$ cat config.mk
export PLATFORM = sky130hd
export DESIGN_NAME = sit_resq
export DESIGN_NICKNAME = d
export VERILOG_FILES = /design/src/sv/sit_pkg.sv /design/src/sv/sit_resq.sv
export SDC_FILE = /design/constraint.sdc
export NUM_CORES = 1
export LEC_CHECK = 0
export ABC_AREA = 1
export BUFFER_PORTS_ARGS = -buffer_cell sky130_fd_sc_hd__buf_2
export CORE_ASPECT_RATIO = 0.7
export CORE_MARGIN = 2
export CORE_UTILIZATION = 30
export DETAILED_ROUTE_END_ITERATION = 7
export GPL_ROUTABILITY_DRIVEN = 1
export HOLD_SLACK_MARGIN = 0.02
export PLACE_DENSITY_LB_ADDON = 0.05
export SETUP_SLACK_MARGIN = 0.15
export SLEW_MARGIN = 0
export SYNTH_ARGS = -nofsm -noshare
export SYNTH_HDL_FRONTEND = slang
export SYNTH_SLANG_ARGS = --single-unit
$ cat constraint.sdc
create_clock -name clk -period 2.5 [get_ports clk]
set_clock_uncertainty 0.15 [all_clocks]
set_input_delay 0.375 -clock clk [delete_from_list [all_inputs] [get_ports clk]]
set_output_delay 0.375 -clock clk [all_outputs]
set_load 0.01 [all_outputs]
$ cat src/sv/sit_pkg.sv
// constants, types and helpers for the seed index table insert block
// no dependencies; used by every module of the block
`timescale 1ns / 1ps

package sit_pkg;

  localparam int ROWS         = 32768;
  localparam int ROW_SLOTS    = 8;
  localparam int SEED_LETTERS = 3;

  localparam int LETTER_W    = 5;
  localparam int CODE_W      = LETTER_W * SEED_LETTERS;
  localparam int ROW_W       = $clog2(ROWS);
  localparam int SLOT_W      = $clog2(ROW_SLOTS);
  localparam int SA_W        = ROW_W + SLOT_W;
  localparam int SL_DEPTH    = ROWS * (2 ** SLOT_W);
  localparam int CNT_W       = 8;
  localparam int NUM_W       = 23;
  localparam int POS_W       = 23;
  localparam int WORD_W      = 24;
  localparam int SUM_W       = WORD_W + 1;
  localparam int STEP_W      = $clog2(ROWS + 2);
  // four spare levels always reach past the table for ROWS up to 2**15
  localparam int LVL_W       = 2;
  localparam int SPARE_FIRST = 26;
  localparam int SPARE_AREA  = 6;
  localparam int QUEUE_DEPTH = 2;
  localparam int QPTR_W      = $clog2(QUEUE_DEPTH);
  localparam int QCNT_W      = $clog2(QUEUE_DEPTH + 1);

  typedef logic [ROW_W-1:0]      row_t;
  typedef logic [SLOT_W-1:0]     slot_t;
  typedef logic [SA_W-1:0]       saddr_t;
  typedef logic [CNT_W-1:0]      cnt_t;
  typedef logic [STEP_W-1:0]     step_t;
  typedef logic [ROW_W:0]        rend_t;
  typedef logic [WORD_W-1:0]     word_t;
  typedef logic [2*WORD_W-1:0]   entry_t;
  typedef logic [SUM_W-1:0]      sum_t;
  typedef logic [LVL_W-1:0]      lvl_t;
  typedef logic [QPTR_W-1:0]     qptr_t;
  typedef logic [QCNT_W-1:0]     qcnt_t;

  localparam cnt_t  COUNT_MAX  = cnt_t'(255);
  localparam cnt_t  SLOTS_CNT  = cnt_t'(ROW_SLOTS);
  localparam word_t LINK_MARK  = '1;
  localparam row_t  ROW_LAST   = row_t'(ROWS - 1);
  localparam rend_t ROWS_END   = rend_t'(ROWS);
  localparam sum_t  ROWS_SUM   = sum_t'(ROWS);
  localparam step_t ROWS_STEP  = step_t'(ROWS);
  localparam slot_t SLOT_LAST  = slot_t'(ROW_SLOTS - 1);
  localparam qcnt_t QUEUE_FULL = qcnt_t'(QUEUE_DEPTH);

  typedef enum logic [1:0] {
    ST_STORED   = 2'd0,
    ST_INVALID  = 2'd1,
    ST_REPEATED = 2'd2,
    ST_FULL     = 2'd3
  } status_t;

  typedef struct packed {
    row_t               home;
    logic               in_range;
    status_t            pre;
    logic [NUM_W-1:0]   num;
    logic [POS_W-1:0]   pos;
  } item_t;

  typedef struct packed {
    status_t status;
    row_t    row;
    slot_t   slot;
    cnt_t    home_count;
  } result_t;

  typedef enum logic [4:0] {
    S_CLEAR, S_IDLE, S_HOME_RD, S_HOME_CHK, S_LINK_RD, S_LINK_CHK,
    S_TAIL_RD, S_TAIL_CHK, S_LEVEL, S_SCAN_RD, S_SCAN_CHK, S_MOVE_LAST,
    S_SET_LINK, S_WR_HIT, S_WR_ROW, S_WR_HOME, S_DONE
  } state_t;

  function automatic cnt_t bump(input cnt_t c);
    bump = (c < COUNT_MAX) ? c + cnt_t'(1) : COUNT_MAX;
  endfunction

endpackage

$ cat src/sv/sit_resq.sv
// result queue: holds finished results until the consumer pops them
// depends on sit_pkg
`timescale 1ns / 1ps

module sit_resq (
  input  logic              clk,
  input  logic              rst,
  input  logic              res_push,
  input  sit_pkg::result_t  res_data,
  output logic              res_full,
  input  logic              pop,
  output logic              empty,
  output sit_pkg::result_t  head
);

  sit_pkg::result_t  q [sit_pkg::QUEUE_DEPTH];
  sit_pkg::qptr_t    wp;
  sit_pkg::qptr_t    rp;
  sit_pkg::qcnt_t    cnt;
  logic              take;

  assign res_full = (cnt == sit_pkg::QUEUE_FULL);
  assign empty    = (cnt == '0);
  assign head     = q[rp];
  assign take     = pop && !empty;

  always_ff @(posedge clk) begin
    if (res_push) begin
      q[wp] <= res_data;
    end
  end

  always_ff @(posedge clk) begin
    if (rst) begin
      wp  <= '0;
      rp  <= '0;
      cnt <= '0;
    end else begin
      if (res_push) begin
        wp <= wp + sit_pkg::qptr_t'(1);
      end
      if (take) begin
        rp <= rp + sit_pkg::qptr_t'(1);
      end
      cnt <= cnt + sit_pkg::qcnt_t'(res_push) - sit_pkg::qcnt_t'(take);
    end
  end

endmodule

==> flow_summary.yaml <==
run_status:
  status: "completed"
place:
  pre_cts_slack_ns: 0.618
  placed_area_um2: 2790
  dp_hpwl_um: 2750
  globalplace.congestion: 0.639
  port_buffers: 61
clocking:
  cts_buffers: 9
  cts_max_path_buffers: 2
  cts_setup_buffers: 0
  clk_latency_ns: 0.31
  hold_buffers: 0
  ctsRootBufferMaster: "clkbuf_16"
  clk_pin_slew_ns: 0.05
  cts_max_level: 3
  ctsResizeCount: 0
  cts_tree: "yes"
  clock_sinks: 61
critical_path:
  start_kind: "register"
  path_max_fanout: 16
  critPathCaptureType: "output pin"
  critPathMaxStageDelay_ns: 0.64
  worstPathRequired_ns: 1.98
  r2r_setup_slack_ns: 0.88
  critPathBufInv: 2
  critPathSlowestCell: "dfxtp_2"
  crit_type: "register to output pin"
  path_cells: "buf_12 > mux2_4 > buf_2"
  cp.arrival_ns: 1.65
  crit_family: "flip-flops"
floorplan:
  die_h_um: 78.3
  initial_core_util_pct: 30.5
  die_x_um: 110
  ios: 62
  dieArea_um2: 8620
  floorplan.rows: 27
  core_area_um2: 7770
global_routing:
  globalRouteMet1Util_pct: 10.8
  use_met3_pct: 6.23
  globalRouteMet2Util_pct: 16.6
  antenna_found_initial: 0
  grt_usage_pct: 10.4
  globalRoute.busiestLayer: "met2"
  grt_max_degree: 30
  grt_pass1_vias: 1347
  globalRoute.totalOverflow: 0
  grt_first_pass_wirelength_um: 6340
route:
  ant_nets: 0
  drt_first_pass_iters: 4
  totalWireLength_um: 4050
  routed_via_density: 4.19
  wl_per_cell_um: 13.5
  drt_iter0_markers: 28
  drc: 0
  dr_total_vias: 1257
synth:
  synth-compound-area-share_pct: 0.212
  synth_cell_types: 13
  synth_mux_area_share_pct: 16.5
  synth_fp_nets: 158
  ys_top_cells_by_area: "edfxtp_1, mux2_4, dfxtp_1"
  yosysWarnings: 0
  yosysTopAreaCell: "edfxtp_1"
  synth-adder-area-share_pct: 1.06
  yosys.area_share.simple_pct: 3.17
  ys_seq_area_share_pct: 75.3
  ys_ff_latch: 61
  synth_cells: 124
  synth_top_family_by_area: "multiplexers"
  synth_area_um2: 2370
  ys_top_cells_by_count: "edfxtp_1, mux2_4, inv_1, nor2_1, mux2_2"
  synth_edf_count: 56
  synth_xor_area_share_pct: 0
  synth_top_cell_area_share_pct: 71.1
  synth.most_common_cell: "edfxtp_1"
  avgSynthCellArea_um2: 19.1
  async_reset_ff_share_pct: 0
  synth-main-ff-cell: "edfxtp_1"
cells_and_area:
  n_fill_cell: 756
  fin_nets: 230
  register_area_um2: 1780
  area_growth_syn_to_layout_pct: 28.3
  final_layout_size_suffix_gt1_share_pct: 52.8
  antenna_cells: 0
  final_area_um2: 3040
  multi_input_area_um2: 503
timing:
  tns_ns: 0
  final.period_utilization_pct: 86.8
  rsz0062_at_grt: "false"
  setup_ws_ns: 0.329
  finalHoldViolCount: 0
  min_period_ns: 2.17
  drv_slew: 0
  worst_pin_slew_ns: 0.497
  setup_viol: 0
  fmax_mhz: 461
  relSlewSlack_pct: 66.9
job:
  maxCapViolCount: 0
power:
  power_density_nw_per_um2: 934
  ir_drop_mv: 0.289
  power.leakage_nw: 1.23
  power_w: 0.00284
min_path:
  hold_path_class: "input port to register"
-- per-layer routing --
metal	wire [µm]	vias to the layer above
li1	-	602
met1	1630	606
met2	2000	44
met3	364	5
met4	57	0
met5	0	-
-- worst paths after layout --
path / depth (start not counted) / endpoint / startpoint
worst max register to register: 9 / cnt[1] / cnt[1]
worst max-delay path: 3 / head[9] / register
worst min register to register: 2 / rp / rp
worst min-delay path: 1 / q[1][21] / res_data[21]
-- stage by stage --
stage,utilization (%),instances,hold WS (ns)
after floorplan,-,124,0.296
after global placement,35.9,286,0.348
after detailed placement,35.9,286,0.368
after CTS,39.1,300,0.0814
after global routing,39.1,300,0.0824
final,39.1,300,0.0959
-- power breakdown --
part | total [W] | switching (W) | internal [W]
Sequential | 0.00126 | 0.0000616 | 0.00120
Combinational | 0.000565 | 0.000260 | 0.000305
Clock | 0.00101 | 0.000368 | 0.000644
-- registers in the layout, summed over array words and instances (netlist names), named ones only --
name  flops
q        56
cnt       2
rp        1
wp        1
-- kinds of logic (layout without fill, tap and decap cells) --
group | count (synthesis) | after routing
AOI/OAI and AO/OA | 1 | 1
adders and majority gates | 2 | 2
buffers and inverters | 13 | 88
DFF | 61 | 61
muxes | 28 | 28
and+or+nand+nor | 19 | 19
-- placed cells by master (no fill, tap or decap) --
cell       count
buf_4          2
mux2_2         8
mux2_4        20
inv_1         10
ha_1           2
clkinv_1       2
dfxtp_2        1
clkbuf_1       1
nor3_1         1
buf_12         1
buf_2         61
nor2_1         9
clkinv_2       2
dfxtp_1        4
edfxtp_1      56
nand2_1        6
nor2_4         1
nand3_1        2
a21oi_1        1
clkbuf_16      9
-- area by class of cell --
class / count / share of cell area [%]
clock buffers: 10 / 7.54
multi-input cells: 50 / 16.6
flip-flops and latches: 61 / 58.7
well taps: 101 / 4.16
inverters: 10 / 1.24
repair buffers: 64 / 11.2
clock inverters: 4 / 0.577
Power figures use the tool's default switching activity.
